## src/hw/rtl/egs_pkg.sv

```systemverilog
package egs_pkg;

   localparam logic [31:0] PRIME_RESET = 32'd3119;
   localparam logic [31:0] GEN_RESET   = 32'd2;
   localparam logic [31:0] KEY_RESET   = 32'd127;

   // configuration register indexes
   localparam logic [1:0] CSR_PRIME = 2'd0;
   localparam logic [1:0] CSR_GEN   = 2'd1;
   localparam logic [1:0] CSR_KEY   = 2'd2;

   typedef enum logic [2:0] {
      CMD_NOP,
      CMD_TAKE,   // latch request fields
      CMD_LOAD,   // dst <= a
      CMD_MUL,    // dst <= a*b mod n, b < n, serial
      CMD_DIV,    // q <= a/b, dst <= a%b, serial
      CMD_SUBM,   // dst <= (a-b) mod n, a,b < n
      CMD_SHL,    // exponent shift
      CMD_OUT     // load result register
   } cmd_kind_type;

   typedef enum logic [4:0] {
      OPD_ZERO, OPD_ONE, OPD_P, OPD_PM1, OPD_G, OPD_D,
      OPD_MSG, OPD_NONCE, OPD_SIN1, OPD_SIN2,
      OPD_PUB, OPD_S1, OPD_S2, OPD_ACC, OPD_BASE, OPD_EX,
      OPD_R0, OPD_R1, OPD_T0, OPD_T1, OPD_Q, OPD_TMP, OPD_V1, OPD_V2
   } opd_type;

   typedef enum logic [1:0] {
      OUT_BAD,     // modulus below three
      OUT_NOINV,   // nonce not invertible
      OUT_SIGN,
      OUT_VERIFY
   } out_kind_type;

   typedef struct packed {
      cmd_kind_type kind;
      opd_type      a;
      opd_type      b;
      opd_type      dst;
      logic         mod_pm1;   // reduce modulo p-1 instead of p
      out_kind_type outk;
   } cmd_type;

   typedef struct packed {
      logic done;       // serial unit finished, result written
      logic ex_msb;
      logic r1_zero;
      logic r0_one;
      logic p_small;
      logic op_verify;
      logic rsp_free;
   } sts_type;

endpackage

```

## src/hw/rtl/egs_datapath.sv

```systemverilog
module egs_datapath #(
   parameter int WORD_BITS = 32
) (
   input  logic                  clock,
   input  logic                  reset,
   input  egs_pkg::cmd_type      cmd,
   output egs_pkg::sts_type      sts,
   input  logic                  req_op,
   input  logic [WORD_BITS-1:0]  req_message,
   input  logic [WORD_BITS-1:0]  req_nonce,
   input  logic [WORD_BITS-1:0]  req_sig_first,
   input  logic [WORD_BITS-1:0]  req_sig_second,
   input  logic [WORD_BITS-1:0]  cfg_prime,
   input  logic [WORD_BITS-1:0]  cfg_gen,
   input  logic [WORD_BITS-1:0]  cfg_key,
   input  logic                  rsp_ready,
   output logic                  rsp_valid,
   output logic [WORD_BITS-1:0]  rsp_public_key,
   output logic [WORD_BITS-1:0]  rsp_sig_first,
   output logic [WORD_BITS-1:0]  rsp_sig_second,
   output logic                  rsp_sig_ok,
   output logic                  rsp_status
);

   localparam int W     = WORD_BITS;
   localparam int CNT_W = $clog2(W + 1);

   logic [W-1:0] pm1;
   logic         op_ff;
   logic [W-1:0] msg_ff, nonce_ff, sin1_ff, sin2_ff;
   logic [W-1:0] pub_ff, s1_ff, s2_ff, acc_ff, base_ff, ex_ff;
   logic [W-1:0] r0_ff, r1_ff, t0_ff, t1_ff, q_ff, tmp_ff, v1_ff, v2_ff;

   // serial multiply / divide unit
   logic             busy_ff, done_ff, div_ff;
   logic [CNT_W-1:0] cnt_ff;
   logic [W-1:0]     sa_ff, sb_ff, sn_ff, sacc_ff;
   egs_pkg::opd_type sdst_ff;
   logic [W:0]       dbl, dbl_red, add, add_red, rem_sh, rem_sub;
   logic [W-1:0]     step_acc, step_sa;

   logic [W-1:0] opa, opb, modn;
   logic [W:0]   subm_val;
   logic         wr_en;
   egs_pkg::opd_type wr_dst;
   logic [W-1:0] wr_val;

   logic         rsp_valid_ff;
   logic [W-1:0] out_pub_ff, out_s1_ff, out_s2_ff;
   logic         out_ok_ff, out_status_ff;

   function automatic logic [W-1:0] pick(input egs_pkg::opd_type sel,
         input logic [W-1:0] p, input logic [W-1:0] n1);
      case (sel)
         egs_pkg::OPD_ZERO:  pick = '0;
         egs_pkg::OPD_ONE:   pick = W'(1);
         egs_pkg::OPD_P:     pick = p;
         egs_pkg::OPD_PM1:   pick = n1;
         egs_pkg::OPD_G:     pick = cfg_gen;
         egs_pkg::OPD_D:     pick = cfg_key;
         egs_pkg::OPD_MSG:   pick = msg_ff;
         egs_pkg::OPD_NONCE: pick = nonce_ff;
         egs_pkg::OPD_SIN1:  pick = sin1_ff;
         egs_pkg::OPD_SIN2:  pick = sin2_ff;
         egs_pkg::OPD_PUB:   pick = pub_ff;
         egs_pkg::OPD_S1:    pick = s1_ff;
         egs_pkg::OPD_S2:    pick = s2_ff;
         egs_pkg::OPD_ACC:   pick = acc_ff;
         egs_pkg::OPD_BASE:  pick = base_ff;
         egs_pkg::OPD_EX:    pick = ex_ff;
         egs_pkg::OPD_R0:    pick = r0_ff;
         egs_pkg::OPD_R1:    pick = r1_ff;
         egs_pkg::OPD_T0:    pick = t0_ff;
         egs_pkg::OPD_T1:    pick = t1_ff;
         egs_pkg::OPD_Q:     pick = q_ff;
         egs_pkg::OPD_TMP:   pick = tmp_ff;
         egs_pkg::OPD_V1:    pick = v1_ff;
         egs_pkg::OPD_V2:    pick = v2_ff;
         default:            pick = '0;
      endcase
   endfunction

   assign pm1  = cfg_prime - W'(1);
   assign opa  = pick(cmd.a, cfg_prime, pm1);
   assign opb  = pick(cmd.b, cfg_prime, pm1);
   assign modn = cmd.mod_pm1 ? pm1 : cfg_prime;

   assign subm_val = (opa >= opb) ? ({1'b0, opa} - {1'b0, opb})
                                  : ({1'b0, opa} + {1'b0, modn} - {1'b0, opb});

   // one step: MSB-first shift-add modular product, or restoring division
   always_comb begin
      dbl     = {sacc_ff, 1'b0};
      dbl_red = (dbl >= {1'b0, sn_ff}) ? dbl - {1'b0, sn_ff} : dbl;
      add     = dbl_red + (sa_ff[W-1] ? {1'b0, sb_ff} : '0);
      add_red = (add >= {1'b0, sn_ff}) ? add - {1'b0, sn_ff} : add;
      rem_sh  = {sacc_ff, sa_ff[W-1]};
      rem_sub = rem_sh - {1'b0, sb_ff};
      if (div_ff) begin
         if (rem_sh >= {1'b0, sb_ff}) begin
            step_acc = rem_sub[W-1:0];
            step_sa  = {sa_ff[W-2:0], 1'b1};
         end else begin
            step_acc = rem_sh[W-1:0];
            step_sa  = {sa_ff[W-2:0], 1'b0};
         end
      end else begin
         step_acc = add_red[W-1:0];
         step_sa  = {sa_ff[W-2:0], 1'b0};
      end
   end

   always_comb begin
      wr_en  = 1'b0;
      wr_dst = cmd.dst;
      wr_val = opa;
      if (busy_ff && cnt_ff == CNT_W'(1)) begin
         wr_en  = 1'b1;
         wr_dst = sdst_ff;
         wr_val = step_acc;
      end else begin
         case (cmd.kind)
            egs_pkg::CMD_LOAD: wr_en = 1'b1;
            egs_pkg::CMD_SUBM: begin
               wr_en  = 1'b1;
               wr_val = subm_val[W-1:0];
            end
            default: wr_en = 1'b0;
         endcase
      end
   end

   always_ff @(posedge clock) begin
      if (reset) begin
         busy_ff      <= 1'b0;
         done_ff      <= 1'b0;
         rsp_valid_ff <= 1'b0;
      end else begin
         done_ff <= busy_ff && (cnt_ff == CNT_W'(1));
         if (busy_ff) begin
            cnt_ff  <= cnt_ff - CNT_W'(1);
            sacc_ff <= step_acc;
            sa_ff   <= step_sa;
            if (cnt_ff == CNT_W'(1)) begin
               busy_ff <= 1'b0;
               if (div_ff) q_ff <= step_sa;
            end
         end else if (cmd.kind == egs_pkg::CMD_MUL || cmd.kind == egs_pkg::CMD_DIV) begin
            busy_ff <= 1'b1;
            cnt_ff  <= CNT_W'(W);
            div_ff  <= (cmd.kind == egs_pkg::CMD_DIV);
            sa_ff   <= opa;
            sb_ff   <= opb;
            sn_ff   <= modn;
            sacc_ff <= '0;
            sdst_ff <= cmd.dst;
         end

         if (cmd.kind == egs_pkg::CMD_TAKE) begin
            op_ff    <= req_op;
            msg_ff   <= req_message;
            nonce_ff <= req_nonce;
            sin1_ff  <= req_sig_first;
            sin2_ff  <= req_sig_second;
         end
         if (cmd.kind == egs_pkg::CMD_SHL) ex_ff <= {ex_ff[W-2:0], 1'b0};

         if (wr_en) begin
            case (wr_dst)
               egs_pkg::OPD_PUB:  pub_ff  <= wr_val;
               egs_pkg::OPD_S1:   s1_ff   <= wr_val;
               egs_pkg::OPD_S2:   s2_ff   <= wr_val;
               egs_pkg::OPD_ACC:  acc_ff  <= wr_val;
               egs_pkg::OPD_BASE: base_ff <= wr_val;
               egs_pkg::OPD_EX:   ex_ff   <= wr_val;
               egs_pkg::OPD_R0:   r0_ff   <= wr_val;
               egs_pkg::OPD_R1:   r1_ff   <= wr_val;
               egs_pkg::OPD_T0:   t0_ff   <= wr_val;
               egs_pkg::OPD_T1:   t1_ff   <= wr_val;
               egs_pkg::OPD_TMP:  tmp_ff  <= wr_val;
               egs_pkg::OPD_V1:   v1_ff   <= wr_val;
               egs_pkg::OPD_V2:   v2_ff   <= wr_val;
               default: ;
            endcase
         end

         // result register, parted from the work by its own valid
         if (cmd.kind == egs_pkg::CMD_OUT) begin
            rsp_valid_ff <= 1'b1;
            case (cmd.outk)
               egs_pkg::OUT_BAD: begin
                  out_pub_ff    <= '0;
                  out_s1_ff     <= '0;
                  out_s2_ff     <= '0;
                  out_ok_ff     <= 1'b0;
                  out_status_ff <= 1'b1;
               end
               egs_pkg::OUT_NOINV: begin
                  out_pub_ff    <= pub_ff;
                  out_s1_ff     <= s1_ff;
                  out_s2_ff     <= '0;
                  out_ok_ff     <= 1'b0;
                  out_status_ff <= 1'b1;
               end
               egs_pkg::OUT_SIGN: begin
                  out_pub_ff    <= pub_ff;
                  out_s1_ff     <= s1_ff;
                  out_s2_ff     <= s2_ff;
                  out_ok_ff     <= 1'b0;
                  out_status_ff <= 1'b0;
               end
               default: begin
                  out_pub_ff    <= pub_ff;
                  out_s1_ff     <= '0;
                  out_s2_ff     <= '0;
                  out_ok_ff     <= (v1_ff == v2_ff);
                  out_status_ff <= 1'b0;
               end
            endcase
         end else if (rsp_valid_ff && rsp_ready) begin
            rsp_valid_ff <= 1'b0;
         end
      end
   end

   assign sts.done      = done_ff;
   assign sts.ex_msb    = ex_ff[W-1];
   assign sts.r1_zero   = (r1_ff == '0);
   assign sts.r0_one    = (r0_ff == W'(1));
   assign sts.p_small   = (cfg_prime < W'(3));
   assign sts.op_verify = op_ff;
   assign sts.rsp_free  = !rsp_valid_ff || rsp_ready;

   assign rsp_valid      = rsp_valid_ff;
   assign rsp_public_key = out_pub_ff;
   assign rsp_sig_first  = out_s1_ff;
   assign rsp_sig_second = out_s2_ff;
   assign rsp_sig_ok     = out_ok_ff;
   assign rsp_status     = out_status_ff;

endmodule

```

## src/hw/rtl/egs_ctrl.sv

```systemverilog
module egs_ctrl #(
   parameter int WORD_BITS = 32
) (
   input  logic             clock,
   input  logic             reset,
   input  logic             req_valid,
   output logic             req_ready,
   input  egs_pkg::sts_type sts,
   output egs_pkg::cmd_type cmd
);

   localparam int CNT_W = $clog2(WORD_BITS + 1);

   typedef enum logic [5:0] {
      ST_IDLE, ST_CHECK, ST_WAIT,
      ST_PW_RED, ST_PW_INIT, ST_PW_EX, ST_PW_SQ, ST_PW_BIT, ST_PW_SHIFT,
      ST_PUB_SAVE, ST_SG_S1,
      ST_IV_R0, ST_IV_R1, ST_IV_T0, ST_IV_T1, ST_IV_LOOP,
      ST_IV_MV0, ST_IV_MV1, ST_IV_QT, ST_IV_SUB, ST_IV_MT0, ST_IV_MT1, ST_IV_END,
      ST_SG_RS1, ST_SG_DS, ST_SG_M, ST_SG_DIF, ST_SG_S2,
      ST_VF_V1, ST_VF_V2, ST_VF_V3,
      ST_OUT
   } state_type;

   state_type             state_ff, state_in, ret_ff, ret_in, pw_ret_ff, pw_ret_in;
   egs_pkg::opd_type      pw_base_ff, pw_base_in, pw_ex_ff, pw_ex_in;
   egs_pkg::out_kind_type outk_ff, outk_in;
   logic [CNT_W-1:0]      cnt_ff, cnt_in;

   assign req_ready = (state_ff == ST_IDLE);

   always_comb begin
      state_in   = state_ff;
      ret_in     = ret_ff;
      pw_ret_in  = pw_ret_ff;
      pw_base_in = pw_base_ff;
      pw_ex_in   = pw_ex_ff;
      outk_in    = outk_ff;
      cnt_in     = cnt_ff;
      cmd        = '{kind: egs_pkg::CMD_NOP, a: egs_pkg::OPD_ZERO, b: egs_pkg::OPD_ZERO,
                     dst: egs_pkg::OPD_ZERO, mod_pm1: 1'b0, outk: outk_ff};
      unique case (state_ff)
         ST_IDLE: if (req_valid) begin
            cmd.kind = egs_pkg::CMD_TAKE;
            state_in = ST_CHECK;
         end
         ST_CHECK: begin
            if (sts.p_small) begin
               outk_in  = egs_pkg::OUT_BAD;
               state_in = ST_OUT;
            end else begin
               pw_base_in = egs_pkg::OPD_G;
               pw_ex_in   = egs_pkg::OPD_D;
               pw_ret_in  = ST_PUB_SAVE;
               state_in   = ST_PW_RED;
            end
         end
         ST_WAIT: if (sts.done) state_in = ret_ff;
         // modular power: base reduced, exponent scanned MSB first
         ST_PW_RED: begin
            cmd = '{egs_pkg::CMD_MUL, pw_base_ff, egs_pkg::OPD_ONE, egs_pkg::OPD_BASE,
                    1'b0, outk_ff};
            state_in = ST_WAIT;
            ret_in   = ST_PW_INIT;
         end
         ST_PW_INIT: begin
            cmd = '{egs_pkg::CMD_LOAD, egs_pkg::OPD_ONE, egs_pkg::OPD_ZERO, egs_pkg::OPD_ACC,
                    1'b0, outk_ff};
            state_in = ST_PW_EX;
         end
         ST_PW_EX: begin
            cmd = '{egs_pkg::CMD_LOAD, pw_ex_ff, egs_pkg::OPD_ZERO, egs_pkg::OPD_EX,
                    1'b0, outk_ff};
            cnt_in   = CNT_W'(WORD_BITS);
            state_in = ST_PW_SQ;
         end
         ST_PW_SQ: begin
            if (cnt_ff == '0) begin
               state_in = pw_ret_ff;
            end else begin
               cmd = '{egs_pkg::CMD_MUL, egs_pkg::OPD_ACC, egs_pkg::OPD_ACC,
                       egs_pkg::OPD_ACC, 1'b0, outk_ff};
               state_in = ST_WAIT;
               ret_in   = ST_PW_BIT;
            end
         end
         ST_PW_BIT: begin
            if (sts.ex_msb) begin
               cmd = '{egs_pkg::CMD_MUL, egs_pkg::OPD_ACC, egs_pkg::OPD_BASE,
                       egs_pkg::OPD_ACC, 1'b0, outk_ff};
               state_in = ST_WAIT;
               ret_in   = ST_PW_SHIFT;
            end else begin
               state_in = ST_PW_SHIFT;
            end
         end
         ST_PW_SHIFT: begin
            cmd.kind = egs_pkg::CMD_SHL;
            cnt_in   = cnt_ff - CNT_W'(1);
            state_in = ST_PW_SQ;
         end
         ST_PUB_SAVE: begin
            cmd = '{egs_pkg::CMD_LOAD, egs_pkg::OPD_ACC, egs_pkg::OPD_ZERO, egs_pkg::OPD_PUB,
                    1'b0, outk_ff};
            pw_base_in = egs_pkg::OPD_G;
            pw_ex_in   = sts.op_verify ? egs_pkg::OPD_MSG : egs_pkg::OPD_NONCE;
            pw_ret_in  = sts.op_verify ? ST_VF_V1 : ST_SG_S1;
            state_in   = ST_PW_RED;
         end
         ST_SG_S1: begin
            cmd = '{egs_pkg::CMD_LOAD, egs_pkg::OPD_ACC, egs_pkg::OPD_ZERO, egs_pkg::OPD_S1,
                    1'b0, outk_ff};
            state_in = ST_IV_R0;
         end
         // extended Euclid, coefficients kept as residues mod p-1
         ST_IV_R0: begin
            cmd = '{egs_pkg::CMD_LOAD, egs_pkg::OPD_PM1, egs_pkg::OPD_ZERO, egs_pkg::OPD_R0,
                    1'b1, outk_ff};
            state_in = ST_IV_R1;
         end
         ST_IV_R1: begin
            cmd = '{egs_pkg::CMD_MUL, egs_pkg::OPD_NONCE, egs_pkg::OPD_ONE, egs_pkg::OPD_R1,
                    1'b1, outk_ff};
            state_in = ST_WAIT;
            ret_in   = ST_IV_T0;
         end
         ST_IV_T0: begin
            cmd = '{egs_pkg::CMD_LOAD, egs_pkg::OPD_ZERO, egs_pkg::OPD_ZERO, egs_pkg::OPD_T0,
                    1'b1, outk_ff};
            state_in = ST_IV_T1;
         end
         ST_IV_T1: begin
            cmd = '{egs_pkg::CMD_LOAD, egs_pkg::OPD_ONE, egs_pkg::OPD_ZERO, egs_pkg::OPD_T1,
                    1'b1, outk_ff};
            state_in = ST_IV_LOOP;
         end
         ST_IV_LOOP: begin
            if (sts.r1_zero) begin
               state_in = ST_IV_END;
            end else begin
               cmd = '{egs_pkg::CMD_DIV, egs_pkg::OPD_R0, egs_pkg::OPD_R1, egs_pkg::OPD_TMP,
                       1'b1, outk_ff};
               state_in = ST_WAIT;
               ret_in   = ST_IV_MV0;
            end
         end
         ST_IV_MV0: begin
            cmd = '{egs_pkg::CMD_LOAD, egs_pkg::OPD_R1, egs_pkg::OPD_ZERO, egs_pkg::OPD_R0,
                    1'b1, outk_ff};
            state_in = ST_IV_MV1;
         end
         ST_IV_MV1: begin
            cmd = '{egs_pkg::CMD_LOAD, egs_pkg::OPD_TMP, egs_pkg::OPD_ZERO, egs_pkg::OPD_R1,
                    1'b1, outk_ff};
            state_in = ST_IV_QT;
         end
         ST_IV_QT: begin
            cmd = '{egs_pkg::CMD_MUL, egs_pkg::OPD_Q, egs_pkg::OPD_T1, egs_pkg::OPD_TMP,
                    1'b1, outk_ff};
            state_in = ST_WAIT;
            ret_in   = ST_IV_SUB;
         end
         ST_IV_SUB: begin
            cmd = '{egs_pkg::CMD_SUBM, egs_pkg::OPD_T0, egs_pkg::OPD_TMP, egs_pkg::OPD_TMP,
                    1'b1, outk_ff};
            state_in = ST_IV_MT0;
         end
         ST_IV_MT0: begin
            cmd = '{egs_pkg::CMD_LOAD, egs_pkg::OPD_T1, egs_pkg::OPD_ZERO, egs_pkg::OPD_T0,
                    1'b1, outk_ff};
            state_in = ST_IV_MT1;
         end
         ST_IV_MT1: begin
            cmd = '{egs_pkg::CMD_LOAD, egs_pkg::OPD_TMP, egs_pkg::OPD_ZERO, egs_pkg::OPD_T1,
                    1'b1, outk_ff};
            state_in = ST_IV_LOOP;
         end
         ST_IV_END: begin
            if (sts.r0_one) begin
               state_in = ST_SG_RS1;
            end else begin
               outk_in  = egs_pkg::OUT_NOINV;
               state_in = ST_OUT;
            end
         end
         // S2 = (M - d*S1) * r^-1 mod p-1
         ST_SG_RS1: begin
            cmd = '{egs_pkg::CMD_MUL, egs_pkg::OPD_S1, egs_pkg::OPD_ONE, egs_pkg::OPD_TMP,
                    1'b1, outk_ff};
            state_in = ST_WAIT;
            ret_in   = ST_SG_DS;
         end
         ST_SG_DS: begin
            cmd = '{egs_pkg::CMD_MUL, egs_pkg::OPD_D, egs_pkg::OPD_TMP, egs_pkg::OPD_TMP,
                    1'b1, outk_ff};
            state_in = ST_WAIT;
            ret_in   = ST_SG_M;
         end
         ST_SG_M: begin
            cmd = '{egs_pkg::CMD_MUL, egs_pkg::OPD_MSG, egs_pkg::OPD_ONE, egs_pkg::OPD_V1,
                    1'b1, outk_ff};
            state_in = ST_WAIT;
            ret_in   = ST_SG_DIF;
         end
         ST_SG_DIF: begin
            cmd = '{egs_pkg::CMD_SUBM, egs_pkg::OPD_V1, egs_pkg::OPD_TMP, egs_pkg::OPD_TMP,
                    1'b1, outk_ff};
            state_in = ST_SG_S2;
         end
         ST_SG_S2: begin
            cmd = '{egs_pkg::CMD_MUL, egs_pkg::OPD_TMP, egs_pkg::OPD_T0, egs_pkg::OPD_S2,
                    1'b1, outk_ff};
            outk_in  = egs_pkg::OUT_SIGN;
            state_in = ST_WAIT;
            ret_in   = ST_OUT;
         end
         // g^M against y^S1 * S1^S2
         ST_VF_V1: begin
            cmd = '{egs_pkg::CMD_LOAD, egs_pkg::OPD_ACC, egs_pkg::OPD_ZERO, egs_pkg::OPD_V1,
                    1'b0, outk_ff};
            pw_base_in = egs_pkg::OPD_PUB;
            pw_ex_in   = egs_pkg::OPD_SIN1;
            pw_ret_in  = ST_VF_V2;
            state_in   = ST_PW_RED;
         end
         ST_VF_V2: begin
            cmd = '{egs_pkg::CMD_LOAD, egs_pkg::OPD_ACC, egs_pkg::OPD_ZERO, egs_pkg::OPD_V2,
                    1'b0, outk_ff};
            pw_base_in = egs_pkg::OPD_SIN1;
            pw_ex_in   = egs_pkg::OPD_SIN2;
            pw_ret_in  = ST_VF_V3;
            state_in   = ST_PW_RED;
         end
         ST_VF_V3: begin
            cmd = '{egs_pkg::CMD_MUL, egs_pkg::OPD_V2, egs_pkg::OPD_ACC, egs_pkg::OPD_V2,
                    1'b0, outk_ff};
            outk_in  = egs_pkg::OUT_VERIFY;
            state_in = ST_WAIT;
            ret_in   = ST_OUT;
         end
         ST_OUT: if (sts.rsp_free) begin
            cmd.kind = egs_pkg::CMD_OUT;
            state_in = ST_IDLE;
         end
         default: state_in = ST_IDLE;
      endcase
   end

   always_ff @(posedge clock) begin
      if (reset) begin
         state_ff <= ST_IDLE;
      end else begin
         state_ff <= state_in;
      end
      ret_ff     <= ret_in;
      pw_ret_ff  <= pw_ret_in;
      pw_base_ff <= pw_base_in;
      pw_ex_ff   <= pw_ex_in;
      outk_ff    <= outk_in;
      cnt_ff     <= cnt_in;
   end

endmodule

```

## src/hw/rtl/elgamal_signature_engine.sv

```systemverilog
// Channel | Direction | tdata (low bit up)                      | tuser
// req_    | in        | message, nonce, sig_first, sig_second   | op (0 sign, 1 verify)
// rsp_    | out       | public_key, sig_first_out, sig_second_out | signature_valid, status
// csr_    | in        | write enable, index (0 p, 1 g, 2 d), data | -
//
// One request at a time. Products and Euclid divides share one bit-serial unit.
// A power is a base reduction plus a square and at most one multiply per exponent bit.
// Sign: two powers, up to about 45 Euclid steps and five products. Verify: four powers and
// a product. Reset is synchronous and loads p=3119, g=2, d=127. A result held on a stalled
// rsp_ beat does not stop the next request from being taken; that one waits at its end.
module elgamal_signature_engine #(
   parameter int WORD_BITS = 32
) (
   input  logic                                  clock,
   input  logic                                  reset,
   input  logic                                  req_tvalid,
   output logic                                  req_tready,
   // message, nonce, sig_first, sig_second
   input  logic [((4*WORD_BITS+7)/8)*8-1:0]      req_tdata,
   // op
   input  logic                                  req_tuser,
   output logic                                  rsp_tvalid,
   input  logic                                  rsp_tready,
   // public_key, sig_first_out, sig_second_out
   output logic [((3*WORD_BITS+7)/8)*8-1:0]      rsp_tdata,
   // signature_valid, status
   output logic [1:0]                            rsp_tuser,
   input  logic                                  csr_wr_en,
   input  logic [1:0]                            csr_index,
   input  logic [WORD_BITS-1:0]                  csr_wr_data
);

   localparam int W          = WORD_BITS;
   localparam int RSP_DATA_W = ((3*W+7)/8)*8;

   logic [W-1:0] prime_ff, gen_ff, key_ff;
   egs_pkg::cmd_type cmd;
   egs_pkg::sts_type sts;
   logic [W-1:0] out_pub, out_s1, out_s2;
   logic         out_ok, out_status;

   // configuration registers; the user must write them only while idle, the block does not enforce it
   always_ff @(posedge clock) begin
      if (reset) begin
         prime_ff <= egs_pkg::PRIME_RESET[W-1:0];
         gen_ff   <= egs_pkg::GEN_RESET[W-1:0];
         key_ff   <= egs_pkg::KEY_RESET[W-1:0];
      end else if (csr_wr_en) begin
         case (csr_index)
            egs_pkg::CSR_PRIME: prime_ff <= csr_wr_data;
            egs_pkg::CSR_GEN:   gen_ff   <= csr_wr_data;
            egs_pkg::CSR_KEY:   key_ff   <= csr_wr_data;
            default: ;
         endcase
      end
   end

   egs_ctrl #(.WORD_BITS(W)) u_ctrl (
      .clock     (clock),
      .reset     (reset),
      .req_valid (req_tvalid),
      .req_ready (req_tready),
      .sts       (sts),
      .cmd       (cmd)
   );

   egs_datapath #(.WORD_BITS(W)) u_dp (
      .clock          (clock),
      .reset          (reset),
      .cmd            (cmd),
      .sts            (sts),
      .req_op         (req_tuser),
      .req_message    (req_tdata[W-1:0]),
      .req_nonce      (req_tdata[2*W-1:W]),
      .req_sig_first  (req_tdata[3*W-1:2*W]),
      .req_sig_second (req_tdata[4*W-1:3*W]),
      .cfg_prime      (prime_ff),
      .cfg_gen        (gen_ff),
      .cfg_key        (key_ff),
      .rsp_ready      (rsp_tready),
      .rsp_valid      (rsp_tvalid),
      .rsp_public_key (out_pub),
      .rsp_sig_first  (out_s1),
      .rsp_sig_second (out_s2),
      .rsp_sig_ok     (out_ok),
      .rsp_status     (out_status)
   );

   assign rsp_tdata = RSP_DATA_W'({out_s2, out_s1, out_pub});
   assign rsp_tuser = {out_status, out_ok};

endmodule

```

## config.mk

```make
export PLATFORM = sky130hd
export DESIGN_NAME = elgamal_signature_engine
export DESIGN_NICKNAME = d
export VERILOG_FILES = /design/src/hw/rtl/egs_pkg.sv /design/src/hw/rtl/egs_datapath.sv /design/src/hw/rtl/egs_ctrl.sv /design/src/hw/rtl/elgamal_signature_engine.sv
export SDC_FILE = /design/constraint.sdc
export NUM_CORES = 2
export LEC_CHECK = 0
export BUFFER_PORTS_ARGS = -buffer_cell sky130_fd_sc_hd__buf_2
export CORE_ASPECT_RATIO = 1.1
export CORE_MARGIN = 2
export CORE_UTILIZATION = 35
export DETAILED_ROUTE_END_ITERATION = 8
export GPL_TIMING_DRIVEN = 0
export HOLD_SLACK_MARGIN = 0.1
export PLACE_DENSITY = 0.52
export SLEW_MARGIN = 20
export SYNTH_ARGS = -nofsm -noshare
export SYNTH_HDL_FRONTEND = slang
export SYNTH_SLANG_ARGS = --single-unit
```

## constraint.sdc

```tcl
create_clock -name clock -period 9.1 [get_ports clock]
set_clock_uncertainty 0.2 [all_clocks]
set_input_delay 1.365 -clock clock [delete_from_list [all_inputs] [get_ports clock]]
set_output_delay 1.365 -clock clock [all_outputs]
set_load 0.02 [all_outputs]
```

==> metrics.csv <==
metric,value,unit
All-Layer GR Usage,0.329,
Bufs on Longest Clock Path,3,
"EDFF count, synth",838,
Die Width,374,um
Synth warnings,0,
Area growth syn-to-layout,19.6,%
buffers added on ports,267,
Area after DPL,58000,sq um
initial antenna violation count,20,
first-pass GRT wire length,354000,um
CP Launch Type,flip-flop,
syn_nets,5350,
DRC viols,0,
Clk Tree Root Cell,clkbuf_16,
max frequency,110,MHz
Detail Route Antenna Nets,0,
drt pass-1 iters,9,
sequential-to-total area share from yosys stat,0.516,
critical-path maximum fanout,12,
total wire length,261000,um
I/O pin count,268,
met2 WL post-DR,118000,um
peak supply drop,0.000395,V
Util after Layout,0.422,
GRT Residual Overflow,0,
critical-path cell list,nor4_1 -> nand4_1 -> o21bai_4 -> inv_1 -> nor3_2 -> nand3_1 -> nor2_1 -> a221oi_1 -> nand4_1 -> inv_1 -> fa_1 -> inv_1 -> ha_1 -> o211ai_1 -> o21ai_0 -> o2111ai_1 -> nand3_1 -> a211oi_4 -> o211ai_1 -> xnor2_1 -> nor2_1 -> nor2_1 -> o2111ai_1 -> nand2_4,
main flop type after synthesis,edfxtp_1,
Initial Util,0.353,
clk_lat worst skew,760,ps
Die Y,412,um
Iteration-0 DRC Markers,5738,
Mapped Cells,4943,
critical path class,flip-flop to flip-flop,
HPWL after DPL,209000,um
met3 wire length,20500,um
Clock transition at path regs,60,ps
Layout Nets,5863,
Worst Setup End Kind,flip-flop,
Rows,149,
Max Cap Viol,0,
CTS Sinks,942,
M1 wire length,103000,um
Final Hold Viols,0,
DR vias/cell,6.13,
TritonCTS clock tree,done,
"slowest stage delay, CP",720,ps
Hold Path Class,flip-flop to flip-flop,
post-synth design cell area,52800,sq um
Least-Margin Pin Slew,1260,ps
vias in the first global route,44400,
CTS H-tree depth,3,
Final setup viols,0,
PD cells,358,nW/um^2
syn avg cell area,10.7,sq um
Fill cells,14600,
layout cells sized above 1,0.178,
uppermost routed layer,met5,
CP max-delay cell,nor3_2,
largest net degree at the start of global routing,56,
GPL Wtd Cong,1.03,
leakage power,23.7,nW
Synth cell types,89,
crit path DAT,9280,ps
Die Area,154000,sq um
total negative slack,0,ps
Tcrit/Tclk final,0.996,
Num CTS Buffers,96,
Vias,46000,
wire length per cell,34.7,um
Seq cells post-synth,942,
final instance area,63200,sq um
Core Box Area,150000,sq um
status,completed,
Slew HR,0.162,
Period minus WS final,9060,ps
max-slew violation count,0,
required time of the critical path,9310,ps
Async SR Flop Fraction,0,
-- path summary, 6_finish.rpt --
| kind | slack (ps) | end | depth (start not counted) | from |
|---|---|---|---|---|
| max reg2reg | 40 | u_dp.v1_ff[31] | 24 | u_dp.r1_ff[18] |
| max | 40 | u_dp.v1_ff[31] | 24 | u_dp.r1_ff[18] |
| min reg2reg | 240 | u_dp.q_ff[27] | 0 | u_dp.sa_ff[26] |
| min | 240 | u_dp.q_ff[27] | 0 | u_dp.sa_ff[26] |
-- synthesized netlist by cell type (21+ instances only) --
master | number | area (sq um)
xnor2_1 | 150 | 1310
nor2b_1 | 64 | 400
o21a_1 | 35 | 263
o211ai_1 | 70 | 526
nand3_1 | 116 | 581
nor4_1 | 36 | 225
a211oi_1 | 37 | 278
nor2_1 | 335 | 1260
nand2b_1 | 45 | 282
mux2_2 | 75 | 845
a221oi_1 | 88 | 771
o21bai_1 | 26 | 195
buf_2 | 36 | 180
nand2_1 | 514 | 1930
o21ai_0 | 176 | 881
ha_1 | 203 | 2540
edfxtp_1 | 838 | 25200
o31ai_1 | 22 | 165
a31oi_1 | 28 | 175
mux2i_1 | 80 | 801
nor3_1 | 88 | 440
inv_1 | 208 | 781
a21oi_1 | 370 | 1850
and3_1 | 37 | 231
fa_1 | 36 | 721
xor2_1 | 99 | 867
buf_1 | 21 | 78.8
clkbuf_1 | 205 | 769
a222oi_1 | 44 | 440
and2_1 | 87 | 544
dfxtp_1 | 104 | 2080
a21o_1 | 83 | 623
a22oi_1 | 175 | 1310
nand4_1 | 58 | 363
or3_1 | 32 | 200
a22o_1 | 23 | 201
or2_2 | 23 | 144
-- cells by family after synthesis --
group                      Yosys count  share of synthesized area
muxes                              155                     0.0311
buffers and inverters              480                     0.0354
DFF                                942                      0.516
AOI/OAI and AO/OA                 1385                      0.180
adders and majority gates          239                     0.0617
xor gates and xnor gates           250                     0.0417
and+or+nand+nor                   1492                      0.134
-- area by class of cell --
class / instances / area [sq um] / area share
buffer: 261 / 1230 / 0.0194
clock buffer: 121 / 2520 / 0.0398
multi-input combinational: 3523 / 25200 / 0.398
clock inverter: 59 / 713 / 0.0113
tap: 1963 / 2460 / 0.0389
inverter: 212 / 797 / 0.0126
sequential: 942 / 27200 / 0.431
antenna: 5 / 12.5 / 0.000198
timing repair buffer: 420 / 3050 / 0.0482
-- critical path, delay by kind of cell (launching register included) --
kind | cells | cell delay, ps
AO/OA/AOI/OAI | 8 | 2480
XOR/XNOR | 1 | 200
adder cells (fa/ha/maj) | 2 | 840
buffers and inverters | 3 | 440
flip-flops | 1 | 430
AND/OR/NAND/NOR | 10 | 4100
-- layer usage --
metal	up-vias	track usage
met5	-	0
met4	16	0.210
met3	599	0.0534
met2	2610	0.526
met1	23000	0.414
li1	19800	-
-- placed cells by master, fill, tap and decap left out, types with 58 or more instances in the layout --
| cell | synthesis | routed |
|---|---|---|
| inv_1 | 208 | 206 |
| o211ai_1 | 70 | 70 |
| buf_4 | 5 | 102 |
| dfxtp_1 | 104 | 104 |
| xor2_1 | 99 | 99 |
| a21o_1 | 83 | 82 |
| buf_2 | 36 | 306 |
| xnor2_1 | 150 | 149 |
| o21ai_0 | 176 | 150 |
| ha_1 | 203 | 188 |
| a221oi_1 | 88 | 77 |
| nand2_1 | 514 | 509 |
| clkbuf_16 | 0 | 96 |
| edfxtp_1 | 838 | 838 |
| mux2i_1 | 80 | 71 |
| nor2_1 | 335 | 312 |
| nor3_1 | 88 | 72 |
| mux2_2 | 75 | 74 |
| nand4_1 | 58 | 58 |
| a22oi_1 | 175 | 174 |
| clkbuf_1 | 205 | 175 |
| and2_1 | 87 | 85 |
| a21oi_1 | 370 | 346 |
| nand3_1 | 116 | 111 |
| nor2b_1 | 64 | 61 |
-- per-stage QoR --
| stage | std cells | hold slack [ps] | power (W) | setup WS [ps] |
|---|---|---|---|---|
| global route | 7503 | 259 | 0.0234 | -15.6 |
| CTS | 7468 | 237 | 0.0221 | 3.69 |
| detailed placement | 7238 | 237 | 0.0171 | -4030 |
| finish | 7506 | 243 | 0.0226 | 36.9 |
| floorplan | 4943 | 222 | 0.0127 | 428 |
| global placement | 7173 | 228 | 0.0169 | -7030 |
-- timing repair --
item / in CTS / in global routing
setup buffers: 52 / 33
endpoints found under the setup margin: 448 / 435
resized for setup: 221 / 101
hold endpoints to repair: 0 / 0
pin swaps: 35 / 24
hold buffers: 0 / 0
gates cloned: 2 / 0
-- report_power, final --
part | switching, W | total [W] | internal (W)
Combinational | 0.00854 | 0.0129 | 0.00439
Sequential | 0.000194 | 0.00550 | 0.00531
Clock | 0.00187 | 0.00418 | 0.00230
No activity file was read; power rests on OpenSTA's default activity.
